**src/rtl/dxt_block_decoder_core_assert.svh**
```systemverilog
// ----------------------------------------------------------------------------
// dxt_block_decoder_core_assert.svh
// Assertion macros used by the block decoder core.
// ----------------------------------------------------------------------------
`ifndef DXT_BLOCK_DECODER_CORE_ASSERT_SVH
`define DXT_BLOCK_DECODER_CORE_ASSERT_SVH

// Same-cycle implication, clocked on i_clk, off during reset
`define DXT_ASSERT_IMPL(lbl, ante, cons, msg) \
    lbl: assert property (@(posedge i_clk) disable iff (!i_rst_n) (ante) |-> (cons)) \
        else $error(msg);

// Next-cycle implication, clocked on i_clk, off during reset
`define DXT_ASSERT_NEXT(lbl, ante, cons, msg) \
    lbl: assert property (@(posedge i_clk) disable iff (!i_rst_n) (ante) |=> (cons)) \
        else $error(msg);

`endif

```
**src/rtl/dxt_pkg.sv**
```systemverilog
// ----------------------------------------------------------------------------
// dxt_pkg
// Types and constants for the S3TC block decoder and its shared
// interpolation unit.
// ----------------------------------------------------------------------------
package dxt_pkg;

    // Format register codes
    localparam logic [1:0] FMT_DXT1 = 2'd0;
    localparam logic [1:0] FMT_DXT3 = 2'd1;
    localparam logic [1:0] FMT_DXT5 = 2'd2;

    // Register index of the format register
    localparam logic CFG_FORMAT = 1'b0;

    // Interpolation unit widths
    localparam int OP_W        = 4;   // op tag, 12 ops
    localparam int SUM_W       = 11;  // weighted sum, at most 1788
    localparam int RECIP_W     = 15;  // reciprocal, up to 2^14
    localparam int RECIP_SHIFT = 14;
    localparam int PROD_W      = SUM_W + RECIP_W;

    // Reciprocals scaled by 2^14, exact for every sum the ops produce
    localparam logic [RECIP_W-1:0] RECIP_1 = 15'd16384;
    localparam logic [RECIP_W-1:0] RECIP_2 = 15'd8192;
    localparam logic [RECIP_W-1:0] RECIP_3 = 15'd5462;
    localparam logic [RECIP_W-1:0] RECIP_5 = 15'd3277;
    localparam logic [RECIP_W-1:0] RECIP_7 = 15'd2341;

    // Op sequence: colour 2 (rgb), colour 3 (rgb), alpha ramp entries 2..7
    localparam logic [OP_W-1:0] OP_PAL3_BASE = 4'd3;
    localparam logic [OP_W-1:0] OP_RAMP_BASE = 4'd6;
    localparam logic [OP_W-1:0] OP_LAST      = 4'd11;
    localparam logic [OP_W-1:0] OP_DONE      = 4'd12;

    localparam logic [3:0] TEXEL_LAST = 4'd15;

    typedef enum logic [1:0] {
        ST_IDLE,
        ST_CALC,
        ST_EMIT
    } t_state;

    // Request into the interpolation unit: (wa*x + wb*y + rnd) / d
    typedef struct packed {
        logic               valid;
        logic [OP_W-1:0]    tag;
        logic [7:0]         x;
        logic [7:0]         y;
        logic [2:0]         wa;
        logic [2:0]         wb;
        logic [7:0]         rnd;
        logic [RECIP_W-1:0] recip;
    } t_interp_req;

    // Result back from the interpolation unit
    typedef struct packed {
        logic            valid;
        logic [OP_W-1:0] tag;
        logic [7:0]      value;
    } t_interp_res;

endpackage

```
**src/rtl/dxt_interp.sv**
```systemverilog
// ----------------------------------------------------------------------------
// dxt_interp
// Shared interpolation unit: weighted sum of two 8-bit values plus rounding
// term, registered, then divided by a small constant through a reciprocal
// multiply. One op may enter each cycle; its result appears in the following cycle.
// ----------------------------------------------------------------------------
module dxt_interp
    import dxt_pkg::*;
(
    input  logic        i_clk,
    input  logic        i_rst_n,
    input  t_interp_req i_req,
    output t_interp_res o_res
);

    logic [SUM_W-1:0]   r_sum;
    logic [SUM_W-1:0]   n_sum;
    logic [RECIP_W-1:0] r_recip;
    logic [OP_W-1:0]    r_tag;
    logic               r_valid;
    logic [PROD_W-1:0]  w_prod;

    // Weighted sum, small weights only
    assign n_sum = SUM_W'(i_req.wa) * SUM_W'(i_req.x)
                 + SUM_W'(i_req.wb) * SUM_W'(i_req.y)
                 + SUM_W'(i_req.rnd);

    // First stage
    always_ff @(posedge i_clk) begin
        if (!i_rst_n) begin
            r_valid <= 1'b0;
        end else begin
            r_valid <= i_req.valid;
        end
        r_sum   <= n_sum;
        r_recip <= i_req.recip;
        r_tag   <= i_req.tag;
    end

    // Division by reciprocal; the caller registers the result
    assign w_prod = PROD_W'(r_sum) * PROD_W'(r_recip);

    assign o_res.valid = r_valid;
    assign o_res.tag   = r_tag;
    assign o_res.value = w_prod[RECIP_SHIFT +: 8];

endmodule

```
**src/rtl/dxt_block_decoder_core.sv**
```systemverilog
// ----------------------------------------------------------------------------
// dxt_block_decoder_core
// S3TC block decoder (DXT1, DXT3, DXT5): 64-bit block words in, sixteen
// RGBA texels per colour word out in row-major order.
//
// Input stream s_axis carries one block word per item, block byte k in
// bits 8k+7..8k. In DXT3 and DXT5 an alpha word precedes each colour word;
// it is stored and yields no texels. Output stream m_axis carries one texel
// per item, tlast set on the sixteenth texel of a block.
// The format register sits at APB address 0; writing it also makes the next
// DXT3/DXT5 word an alpha word.
// Operation: an alpha word is stored while the sequencer stays idle. For a
// colour word the shared interpolation unit works out the 12 derived
// palette and alpha ramp entries one per cycle, then the sixteen texels
// are emitted, one per cycle while m_axis_tready allows. s_axis_tready is
// high only while the sequencer is idle, so a new word is taken only after
// the last texel of the previous colour word has been loaded.
// When m_axis_tready is low the texel in the output register holds and the
// sequencer waits. Reset clears the format (DXT1), the stored alpha word
// and the alpha/colour phase; no clearing pass is needed.
// ----------------------------------------------------------------------------
`include "dxt_block_decoder_core_assert.svh"

module dxt_block_decoder_core
    import dxt_pkg::*;
(
    input  logic        i_clk,
    input  logic        i_rst_n,
    // APB configuration port
    input  logic        psel,
    input  logic        penable,
    input  logic        pwrite,
    input  logic [2:0]  paddr,
    input  logic [31:0] pwdata,
    output logic [31:0] prdata,
    output logic        pready,
    // Block word input
    input  logic        s_axis_tvalid,
    output logic        s_axis_tready,
    input  logic [63:0] s_axis_tdata,   // [63:0] block_word
    // Texel output
    output logic        m_axis_tvalid,
    input  logic        m_axis_tready,
    output logic [39:0] m_axis_tdata,   // [7:0] red, [15:8] green, [23:16] blue,
                                        // [31:24] alpha, [35:32] texel_index, pad
    output logic        m_axis_tlast    // last_texel
);

    // ------------------------------------------------------------------
    // Helpers: 565 expansion by bit replication
    // ------------------------------------------------------------------
    function automatic logic [7:0] chan_of(input logic [15:0] c, input logic [1:0] ch);
        logic [7:0] v;
        case (ch)
            2'd0:    v = {c[15:11], c[15:13]};
            2'd1:    v = {c[10:5], c[10:9]};
            default: v = {c[4:0], c[4:2]};
        endcase
        return v;
    endfunction

    // ------------------------------------------------------------------
    // Declarations
    // ------------------------------------------------------------------
    t_state       r_state;
    t_state       n_state;
    logic [1:0]   r_fmt;
    logic         r_expect;
    logic [63:0]  r_alpha;
    logic [63:0]  r_word;
    logic         r_four;
    logic [OP_W-1:0] r_op;
    logic [3:0]   r_texel;
    logic [7:0]   r_pal2 [3];
    logic [7:0]   r_pal3 [3];
    logic [7:0]   r_ramp [6];

    logic         r_out_valid;
    logic [39:0]  r_out_data;
    logic         r_out_last;

    logic         w_cfg_wr;
    logic         w_acc;
    logic         w_is_alpha;
    logic         w_is_colour;
    logic         w_ready;
    logic         w_issue;
    logic         w_load;

    t_interp_req  w_req;
    t_interp_res  w_res;

    logic [1:0]   w_ch;
    logic [2:0]   w_step;

    logic [31:0]  w_cbits;
    logic [47:0]  w_abits;
    logic [1:0]   w_cidx;
    logic [3:0]   w_nib;
    logic [5:0]   w_aoff;
    logic [2:0]   w_acode;
    logic [7:0]   w_red;
    logic [7:0]   w_green;
    logic [7:0]   w_blue;
    logic [7:0]   w_a;

    // ------------------------------------------------------------------
    // Configuration port
    // ------------------------------------------------------------------
    assign pready   = 1'b1;
    assign w_cfg_wr = psel && penable && pwrite && pready && (paddr[2] == CFG_FORMAT);
    assign prdata   = (paddr[2] == CFG_FORMAT) ? {30'd0, r_fmt} : 32'd0;

    // ------------------------------------------------------------------
    // Input item classification
    // ------------------------------------------------------------------
    assign w_acc       = s_axis_tvalid && s_axis_tready;
    assign w_is_alpha  = ((r_fmt == FMT_DXT3) || (r_fmt == FMT_DXT5)) && !r_expect;
    assign w_is_colour = (r_fmt == FMT_DXT1)
                      || (((r_fmt == FMT_DXT3) || (r_fmt == FMT_DXT5)) && r_expect);

    // ------------------------------------------------------------------
    // Sequencer: next state
    // ------------------------------------------------------------------
    always_comb begin
        n_state = r_state;
        case (r_state)
            ST_IDLE: begin
                if (w_acc && w_is_colour) n_state = ST_CALC;
            end
            ST_CALC: begin
                if (r_op == OP_DONE) n_state = ST_EMIT;
            end
            ST_EMIT: begin
                if (w_load && (r_texel == TEXEL_LAST)) n_state = ST_IDLE;
            end
            default: n_state = ST_IDLE;
        endcase
    end

    // Sequencer: outputs
    always_comb begin
        w_ready = 1'b0;
        w_issue = 1'b0;
        w_load  = 1'b0;
        case (r_state)
            ST_IDLE: w_ready = 1'b1;
            ST_CALC: w_issue = (r_op <= OP_LAST);
            ST_EMIT: w_load  = !r_out_valid || m_axis_tready;
            default: w_ready = 1'b0;
        endcase
    end

    assign s_axis_tready = w_ready;

    // ------------------------------------------------------------------
    // Control and block state registers
    // ------------------------------------------------------------------
    always_ff @(posedge i_clk) begin
        if (!i_rst_n) begin
            r_state  <= ST_IDLE;
            r_fmt    <= FMT_DXT1;
            r_expect <= 1'b0;
            r_alpha  <= 64'd0;
            r_op     <= '0;
            r_texel  <= '0;
        end else begin
            r_state <= n_state;
            if (w_cfg_wr) begin
                r_fmt    <= pwdata[1:0];
                r_expect <= 1'b0;
            end else if (w_acc && w_is_alpha) begin
                r_alpha  <= s_axis_tdata;
                r_expect <= 1'b1;
            end else if (w_acc && w_is_colour) begin
                r_expect <= 1'b0;
            end
            // op counter runs through the issue slots, then OP_DONE while the last result drains
            if (r_state == ST_CALC) r_op <= r_op + 1'b1;
            else                    r_op <= '0;
            // texel counter
            if (r_state != ST_EMIT) r_texel <= '0;
            else if (w_load)        r_texel <= r_texel + 1'b1;
        end
    end

    // Colour word and palette mode
    always_ff @(posedge i_clk) begin
        if (w_acc && w_is_colour) begin
            r_word <= s_axis_tdata;
            r_four <= (r_fmt != FMT_DXT1) || (s_axis_tdata[15:0] > s_axis_tdata[31:16]);
        end
    end

    // ------------------------------------------------------------------
    // Op decode for the shared interpolation unit
    // ------------------------------------------------------------------
    always_comb begin
        w_req       = '0;
        w_req.valid = w_issue;
        w_req.tag   = r_op;
        w_ch        = 2'd0;
        w_step      = 3'd0;
        if (r_op < OP_PAL3_BASE) begin
            // colour 2
            w_ch    = r_op[1:0];
            w_req.x = chan_of(r_word[15:0], w_ch);
            w_req.y = chan_of(r_word[31:16], w_ch);
            if (r_four) begin
                w_req.wa = 3'd2; w_req.wb = 3'd1; w_req.rnd = 8'd1; w_req.recip = RECIP_3;
            end else begin
                w_req.wa = 3'd1; w_req.wb = 3'd1; w_req.rnd = 8'd0; w_req.recip = RECIP_2;
            end
        end else if (r_op < OP_RAMP_BASE) begin
            // colour 3; transparent black in three-colour mode
            w_ch    = 2'(r_op - OP_PAL3_BASE);
            w_req.x = chan_of(r_word[15:0], w_ch);
            w_req.y = chan_of(r_word[31:16], w_ch);
            if (r_four) begin
                w_req.wa = 3'd1; w_req.wb = 3'd2; w_req.rnd = 8'd1; w_req.recip = RECIP_3;
            end else begin
                w_req.wa = 3'd0; w_req.wb = 3'd0; w_req.rnd = 8'd0; w_req.recip = RECIP_1;
            end
        end else begin
            // alpha ramp entry step+1, step from 1 to 6
            w_step  = 3'(r_op - OP_RAMP_BASE + 4'd1);
            w_req.x = r_alpha[7:0];
            w_req.y = r_alpha[15:8];
            if (r_alpha[7:0] > r_alpha[15:8]) begin
                w_req.wa = 3'(3'd7 - w_step); w_req.wb = w_step;
                w_req.rnd = 8'd3; w_req.recip = RECIP_7;
            end else if (w_step <= 3'd4) begin
                w_req.wa = 3'(3'd5 - w_step); w_req.wb = w_step;
                w_req.rnd = 8'd2; w_req.recip = RECIP_5;
            end else if (w_step == 3'd5) begin
                // fixed zero
                w_req.wa = 3'd0; w_req.wb = 3'd0; w_req.rnd = 8'd0; w_req.recip = RECIP_1;
            end else begin
                // fixed full opacity
                w_req.wa = 3'd0; w_req.wb = 3'd0; w_req.rnd = 8'd255; w_req.recip = RECIP_1;
            end
        end
    end

    dxt_interp u_interp (
        .i_clk   (i_clk),
        .i_rst_n (i_rst_n),
        .i_req   (w_req),
        .o_res   (w_res)
    );

    // Write-back of interpolated entries
    always_ff @(posedge i_clk) begin
        if (w_res.valid) begin
            if (w_res.tag < OP_PAL3_BASE) begin
                r_pal2[w_res.tag[1:0]] <= w_res.value;
            end else if (w_res.tag < OP_RAMP_BASE) begin
                r_pal3[2'(w_res.tag - OP_PAL3_BASE)] <= w_res.value;
            end else begin
                r_ramp[3'(w_res.tag - OP_RAMP_BASE)] <= w_res.value;
            end
        end
    end

    // ------------------------------------------------------------------
    // Texel assembly
    // ------------------------------------------------------------------
    assign w_cbits = r_word[63:32];
    assign w_abits = r_alpha[63:16];
    assign w_cidx  = w_cbits[{r_texel, 1'b0} +: 2];
    assign w_nib   = r_alpha[{r_texel, 2'b00} +: 4];
    assign w_aoff  = {1'b0, r_texel, 1'b0} + {2'b00, r_texel};
    assign w_acode = w_abits[w_aoff +: 3];

    always_comb begin
        case (w_cidx)
            2'd0: begin
                w_red   = chan_of(r_word[15:0], 2'd0);
                w_green = chan_of(r_word[15:0], 2'd1);
                w_blue  = chan_of(r_word[15:0], 2'd2);
            end
            2'd1: begin
                w_red   = chan_of(r_word[31:16], 2'd0);
                w_green = chan_of(r_word[31:16], 2'd1);
                w_blue  = chan_of(r_word[31:16], 2'd2);
            end
            2'd2: begin
                w_red   = r_pal2[0];
                w_green = r_pal2[1];
                w_blue  = r_pal2[2];
            end
            default: begin
                w_red   = r_pal3[0];
                w_green = r_pal3[1];
                w_blue  = r_pal3[2];
            end
        endcase
    end

    // Alpha per format
    always_comb begin
        case (r_fmt)
            FMT_DXT3: w_a = {w_nib, w_nib};
            FMT_DXT5: begin
                if (w_acode == 3'd0)      w_a = r_alpha[7:0];
                else if (w_acode == 3'd1) w_a = r_alpha[15:8];
                else                      w_a = r_ramp[3'(w_acode - 3'd2)];
            end
            default:  w_a = ((w_cidx == 2'd3) && !r_four) ? 8'd0 : 8'd255;
        endcase
    end

    // ------------------------------------------------------------------
    // Output register
    // ------------------------------------------------------------------
    always_ff @(posedge i_clk) begin
        if (!i_rst_n) begin
            r_out_valid <= 1'b0;
        end else if (w_load) begin
            r_out_valid <= 1'b1;
        end else if (m_axis_tready) begin
            r_out_valid <= 1'b0;
        end
        if (w_load) begin
            r_out_data <= {4'd0, r_texel, w_a, w_blue, w_green, w_red};
            r_out_last <= (r_texel == TEXEL_LAST);
        end
    end

    assign m_axis_tvalid = r_out_valid;
    assign m_axis_tdata  = r_out_data;
    assign m_axis_tlast  = r_out_last;

    // ------------------------------------------------------------------
    // Assertions
    // ------------------------------------------------------------------
    `DXT_ASSERT_NEXT(a_colour_starts_calc, w_acc && w_is_colour, r_state == ST_CALC, "colour word did not start palette build")
    `DXT_ASSERT_NEXT(a_alpha_sets_phase, w_acc && w_is_alpha, r_expect && (r_state == ST_IDLE), "alpha word did not set colour phase")
    `DXT_ASSERT_IMPL(a_wb_in_calc, w_res.valid, r_state == ST_CALC, "interpolation result outside palette build")
    `DXT_ASSERT_IMPL(a_last_index, r_out_valid && r_out_last, r_out_data[35:32] == TEXEL_LAST, "tlast on a texel other than the sixteenth")

endmodule

```
**config.mk**
```make
export PLATFORM = sky130hd
export DESIGN_NAME = dxt_block_decoder_core
export DESIGN_NICKNAME = d
export VERILOG_FILES = /design/src/rtl/dxt_pkg.sv /design/src/rtl/dxt_interp.sv /design/src/rtl/dxt_block_decoder_core.sv
export VERILOG_INCLUDE_DIRS = /design/src /design/src/rtl
export SDC_FILE = /design/constraint.sdc
export NUM_CORES = 1
export LEC_CHECK = 0
export ABC_CLOCK_PERIOD_IN_PS = 19100
export BUFFER_PORTS_ARGS = -buffer_cell sky130_fd_sc_hd__buf_2
export CAP_MARGIN = 20
export CORE_MARGIN = 3
export CORE_UTILIZATION = 35
export DETAILED_ROUTE_END_ITERATION = 12
export GPL_TIMING_DRIVEN = 1
export PLACE_DENSITY = 0.59
export RECOVER_POWER = 100
export SLEW_MARGIN = 20
export SYNTH_ARGS = -nofsm -noshare
export SYNTH_HDL_FRONTEND = slang
export SYNTH_SLANG_ARGS = --single-unit
```
**constraint.sdc**
```tcl
create_clock -name i_clk -period 19.1 [get_ports i_clk]
set_input_delay 3.82 -clock i_clk [delete_from_list [all_inputs] [get_ports i_clk]]
set_output_delay 3.82 -clock i_clk [all_outputs]
set_load 0.03 [all_outputs]
```
### Word level (Yosys, flattened, before mapping)

Memories as Yosys holds them, arrays and structs flattened.
Cells that the tools add are included.

| word-level totals | value |
|---|---|
| register bits | 211 |
| RAM bits | 96 |
| input port bits | 106 |
| output and inout port bits | 76 |
| word-level logic and storage cells | 136 |
| memories kept | 3 |

Memory list:

| memory | words | bits a word | read ports | clocked after Yosys merged registers in | wr ports | RTL line | source |
|---|---|---|---|---|---|---|---|
| r_ramp | 6 | 8 | 1 | 0 | 1 | dxt_block_decoder_core.sv:76 | `logic [7:0] r_ramp [6];` |
| r_pal2 | 3 | 8 | 3 | 0 | 1 | dxt_block_decoder_core.sv:74 | `logic [7:0] r_pal2 [3];` |
| r_pal3 | 3 | 8 | 3 | 0 | 1 | dxt_block_decoder_core.sv:75 | `logic [7:0] r_pal3 [3];` |

| operators by class | value |
|---|---|
| add/subtract/negate cells | 13 |
| multiply operators | 3 |
| magnitude comparators | 8 |
| equal/unequal tests | 17 |
| shifts and indexed selects | 3 |
| mux-type cells | 40 |
| bitwise operators | 3 |
| reductions and logical operators | 31 |

Operator list:

| cell | count |
|---|---|
| $mux 45 | 2 |
| $pmux 8 s2 | 5 |
| $pmux 8 s3 | 3 |
| $shiftx 64x7->4 | 1 |
| $mux 29 | 2 |
| $shiftx 48x7->3 | 1 |
| $shiftx 32x6->2 | 1 |
| $mux 28 | 1 |
| $mux 27 | 1 |
| $mux 8 | 3 |
| $mux 23 | 1 |
| $mul 11x15->22 | 1 |
| $mul 3x8->11 | 2 |
| $mux 1 | 17 |
| $gt 16x16->1 | 1 |
| $add 11x11->11 | 1 |
| $add 11x8->11 | 1 |
| $eq 2x1->1 const B | 5 |
| $logic_and 1x1->1 | 10 |
| $logic_not 2->1 | 5 |
| $add 4x1->4 const B | 2 |
| $eq 2x2->1 const B | 4 |
| $eq 4x4->1 const B | 2 |
| $gt 8x8->1 | 1 |
| 23 further kinds | 45 |

### Logic depth before layout (Yosys ltp)

| logic depth | value |
|---|---|
| depth after elaboration | 11 |
| depth in mapped cells | 28 |
| mapped depth without buffers | 28 |

### By module

A second synthesis with hierarchy kept.

| unflattened totals | value |
|---|---|
| cell total of the unflattened synthesis | 1,884 |
| area, all modules | 20,972.6 µm² |

By module, submodules not included:

| module | times used | cells each | area each (µm²) |
|---|---|---|---|
| dxt_block_decoder_core | 1 | 1,145 | 14,229.9 |
| dxt_interp | 1 | 739 | 6,742.7 |

### Worst setup path before layout

Ideal clock, no wire load.

| timing path | value |
|---|---|
| path kind | input-to-output |
| start | input port paddr[2] |
| end | output port prdata[0] |
| arrival | 4,222 ps |
| data required time | 15,280 ps |
| setup slack | 11,058 ps |
| stages | 1 |
| path buffers | 0 |
| cells stage by stage | nor2_1 |

| on the way | value |
|---|---|
| cells in the longest elaborated chain, start to end | 1 |

Ends and longest elaborated chain:

| element | RTL line | source |
|---|---|---|
| start, declared | dxt_block_decoder_core.sv:33 | `input logic [2:0] paddr,` |
| $mux 2 | dxt_block_decoder_core.sv:112 | `assign prdata = (paddr[2] == CFG_FORMAT) ? {30'd0, r_fmt} : 32'd0;` |
| end, declared | dxt_block_decoder_core.sv:35 | `output logic [31:0] prdata,` |

Every way passes these cells.

### Worst setup path after layout

| timing path | value |
|---|---|
| start | register r_texel[0] |
| end | register r_out_data[29], in the netlist m_axis_tdata[29], data pin |

| on the way | value |
|---|---|
| cells in the longest elaborated chain, start to end | 7 |
| elaborated cells on any way between the ends | 14 |

Ends and longest elaborated chain:

| element | RTL line | source |
|---|---|---|
| start, declared | dxt_block_decoder_core.sv:73 | `logic [3:0] r_texel;` |
| start signal, assigned | dxt_block_decoder_core.sv:183 | `else if (w_load) r_texel <= r_texel + 1'b1;` |
| $add 5x4->6 | dxt_block_decoder_core.sv:272 | `assign w_aoff = {1'b0, r_texel, 1'b0} + {2'b00, r_texel};` |
| $shiftx 48x7->3 | dxt_block_decoder_core.sv:273 | `assign w_acode = w_abits[w_aoff +: 3];` |
| $sub 3x2->3 | dxt_block_decoder_core.sv:307 | `else w_a = r_ramp[3'(w_acode - 3'd2)];` |
| $mem_v2 6x8 | -- |  |
| $mux 8 | dxt_block_decoder_core.sv:306 | `else if (w_acode == 3'd1) w_a = r_alpha[15:8];` |
| $mux 8 | dxt_block_decoder_core.sv:305 | `if (w_acode == 3'd0) w_a = r_alpha[7:0];` |
| $pmux 8 s2 (*) | dxt_block_decoder_core.sv:302 | `case (r_fmt)` |
| named net w_a[5] | dxt_block_decoder_core.sv:105 | `logic [7:0] w_a;` |
| end signal, assigned | dxt_block_decoder_core.sv:325 | `r_out_data <= {4'd0, r_texel, w_a, w_blue, w_green, w_red};` |
| end, declared | dxt_block_decoder_core.sv:79 | `logic [39:0] r_out_data;` |

Mark *: on every way through the listed nets, which the timed path passes. The rest lies on a longest branch.
A chain may end at the register's enable or synchronous reset.

==> results.py <==
metrics = {
    "outcome": {
        "status": "complete, but fails checks",
        "violations": "capacitance limit, slew limit",
    },
    "power_and_ir_drop": {
        "peakVddDrop_uv": 214,
        "internal-power_mw": 1.85,
        "combPwrFrac_pct": 40.2,
        "powerDensity_nw_per_um2": 132,
        "leakage_nw": 8.86,
        "seq_power_share_pct": 35.8,
        "power_mw": 2.97,
        "clkPwrFrac_pct": 23.9,
        "switching_share_pct": 37.7,
        "p_sw_mw": 1.12,
    },
    "global_routing": {
        "grt_pass1_wl_um": 82500,
        "antenna_found_initial": 2,
        "gr-usage-all-layers_pct": 17.6,
        "overflow": 0,
        "grt_pass1_vias": 14100,
        "grt_max_degree": 74,
    },
    "cts": {
        "cts_tree": "built",
        "ctsLongestPathBuffers": 3,
        "cts_hold_buf": 0,
        "insertion_delay_ns": 0.55,
        "post_cts_buffers": 0,
        "ctsHtreeMaxLevel": 2,
        "cts_resized": 0,
        "cts-root-buf": "clkbuf_16",
        "cts_num_sinks": 301,
        "numCtsBuffers": 37,
        "clkTransAtPathRegs_ns": 0.06,
    },
    "floorplanning": {
        "die_h_um": 247,
        "start_util_pct": 35.7,
        "dieArea_um2": 61100,
        "ios": 182,
        "die_x_um": 247,
        "coreArea_um2": 57000,
        "row_count": 87,
    },
    "cells_and_area": {
        "final-seq-area_um2": 8010,
        "fillers": 5610,
        "drive_gt1_share_pct": 9.73,
        "num-nets-final": 2240,
        "stdcell_count": 2670,
        "post-route-util_pct": 39.5,
        "area_delta_synth_final_pct": 10.6,
        "final_common_cell": "nand2_1",
        "multi_input_area_um2": 11100,
        "postLayoutCellArea_um2": 22500,
        "final_cell_mix": "nand2_1 (231), edfxtp_1 (198), inv_1 (196), fa_1 (135), ha_1 (113)",
    },
    "sta": {
        "max_freq_ghz": 0.122,
        "tns_ns": 0,
        "rsz0062_at_grt": "no",
        "layout_setup_ws_ns": 10.92,
        "period_minus_slack_ns": 8.18,
        "fin_skew_ns": 0.0215,
        "relSlewSlack_pct": -203,
        "period_share_pct": 42.8,
        "setup_viol": 0,
        "worst_pin_slew_ns": 4.54,
        "hold_ws_ns": 0.464,
        "hold_viol": 0,
        "report.final.slew_viol_count": 286,
    },
    "setup_path": {
        "path_class": "reg -> reg",
        "crit_chain": "clkbuf_1 -> mux4_2 -> mux4_2 -> clkbuf_1 -> nand3b_1 -> and2b_1 -> a21o_1 -> o21ai_0 -> o41ai_1",
        "crit_path_max_fanout": 63,
        "arrival_ns": 8.43,
        "slowest_stage": "clkbuf_1",
        "crit_path_end_kind": "flop",
        "cp.required_ns": 19.35,
        "max_stage_delay_ns": 3.20,
        "cp-start-kind": "flop",
        "r2r_slack_ns": 10.92,
    },
    "routing": {
        "wl_um": 53300,
        "routedWlPerCell_um": 20.0,
        "ant_nets": 0,
        "dr.first_iter.drc_count": 1143,
        "drc": 0,
        "viasPerCell": 5.18,
        "drtPass1Iterations": 5,
        "via_count": 13800,
    },
    "logic_synthesis": {
        "synthFlopType": "edfxtp_1",
        "synth_edf_count": 198,
        "ys_seq_elements": 301,
        "synthCells": 1797,
        "avgSynthCellArea_um2": 11.3,
        "syn_area_um2": 20400,
        "synth.distinct_cells": 74,
        "yosys_warnings": 0,
        "ys_async_sr_fraction_pct": 0,
        "seq_area_frac_synth_pct": 39.3,
    },
    "min_path": {
        "hp-class": "reg -> reg",
    },
    "placed_design": {
        "io_buffer_count": 114,
        "placedCellCount": 2603,
        "pre_cts_ws_ns": 11.06,
        "gp_congestion": 0.891,
        "hpwl_um": 40100,
        "placed_cell_area_um2": 21500,
    },
    "run": {
        "maxCapViolations": 5,
    },
}
-- cell families (layout without fill, tap and decap cells) --
kind of cell / after synthesis / after routing / share of synthesized area (%)
flip-flops: 301 / 301 / 39.3
XOR/XNOR: 31 / 31 / 1.41
other: 2 / 37 / 0.0369
multiplexers: 137 / 137 / 11.7
buffers and inverters: 312 / 394 / 6.93
AND/OR/NAND/NOR: 497 / 497 / 11.3
adder cells (fa/ha/maj): 248 / 248 / 20.2
AO/OA/AOI/OAI: 269 / 269 / 9.20
-- state kept, by name (all words and copies together) (netlist names) --
signal / cells
r_word: 64
r_pal3: 24
r_expect: 1
r_four: 1
r_pal2: 24
m_axis_tlast: 1
r_fmt: 2
r_op: 4
m_axis_tdata: 36
r_ramp: 48
u_interp.r_valid: 1
r_texel: 4
m_axis_tvalid: 1
r_alpha: 64
u_interp.r_sum: 11
u_interp.r_tag: 4
u_interp.r_recip: 9
r_state: 2
-- synthesized netlist by cell type (all sizes together) (51+ instances only) --
master	count	area, um2
dfxtp	103	2060
mux2i	51	510
and2	60	375
clkbuf	52	195
a21oi	59	295
fa	135	2700
nor2	97	388
nand2	232	871
a21boi	81	608
ha	113	1410
edfxtp	198	5950
inv	197	739
mux4	77	1760
buf	62	473
-- cell type report --
cell class	count	area share [%]
clock inverter	23	1.18
tap	756	4.20
antenna	2	0.0222
inverter	198	3.30
multi-input combinational	1217	49.2
sequential	301	35.5
clock buffer	42	4.23
timing repair buffer	131	2.39
-- metal layers --
metal	GRT usage (%)	up-vias	wire length [um]
met3	3.30	86	3770
li1	-	6353	-
met5	0	-	12
met2	27.7	497	24100
met4	5.56	2	1490
met1	24.7	6882	23900
-- worst paths after layout --
kind | from | endpoint | cells past startpoint
setup / recovery | r_texel[0]$_SDFFE_PP0P_ | m_axis_tdata[29]$_DFFE_PP_ | 9
hold / removal | r_op[1]$_SDFF_PN0_ | u_interp.r_tag[1]$_DFF_P_ | 0
setup reg to reg | r_texel[0]$_SDFFE_PP0P_ | m_axis_tdata[29]$_DFFE_PP_ | 9
hold reg to reg | r_op[1]$_SDFF_PN0_ | u_interp.r_tag[1]$_DFF_P_ | 0
-- power groups by stage --
stage	clock (mW)	sequential, mW	combinational, mW
floorplan	0	1.03	0.842
global placement	0	1.07	1.20
detailed placement	0	1.07	1.24
CTS	0.729	1.06	1.25
global route	0.754	1.07	1.37
finish	0.711	1.06	1.20
-- worst max-delay path, delay by kind of cell (launching register included) --
family                 cells  cell delay [ns]
buffers and inverters      2             5.13
flip-flops                 1             0.37
AND/OR/NAND/NOR            2             0.56
AO/OA/AOI/OAI              3             0.74
multiplexers               2             1.01
Note: power is estimated with default switching activity, not from simulation.
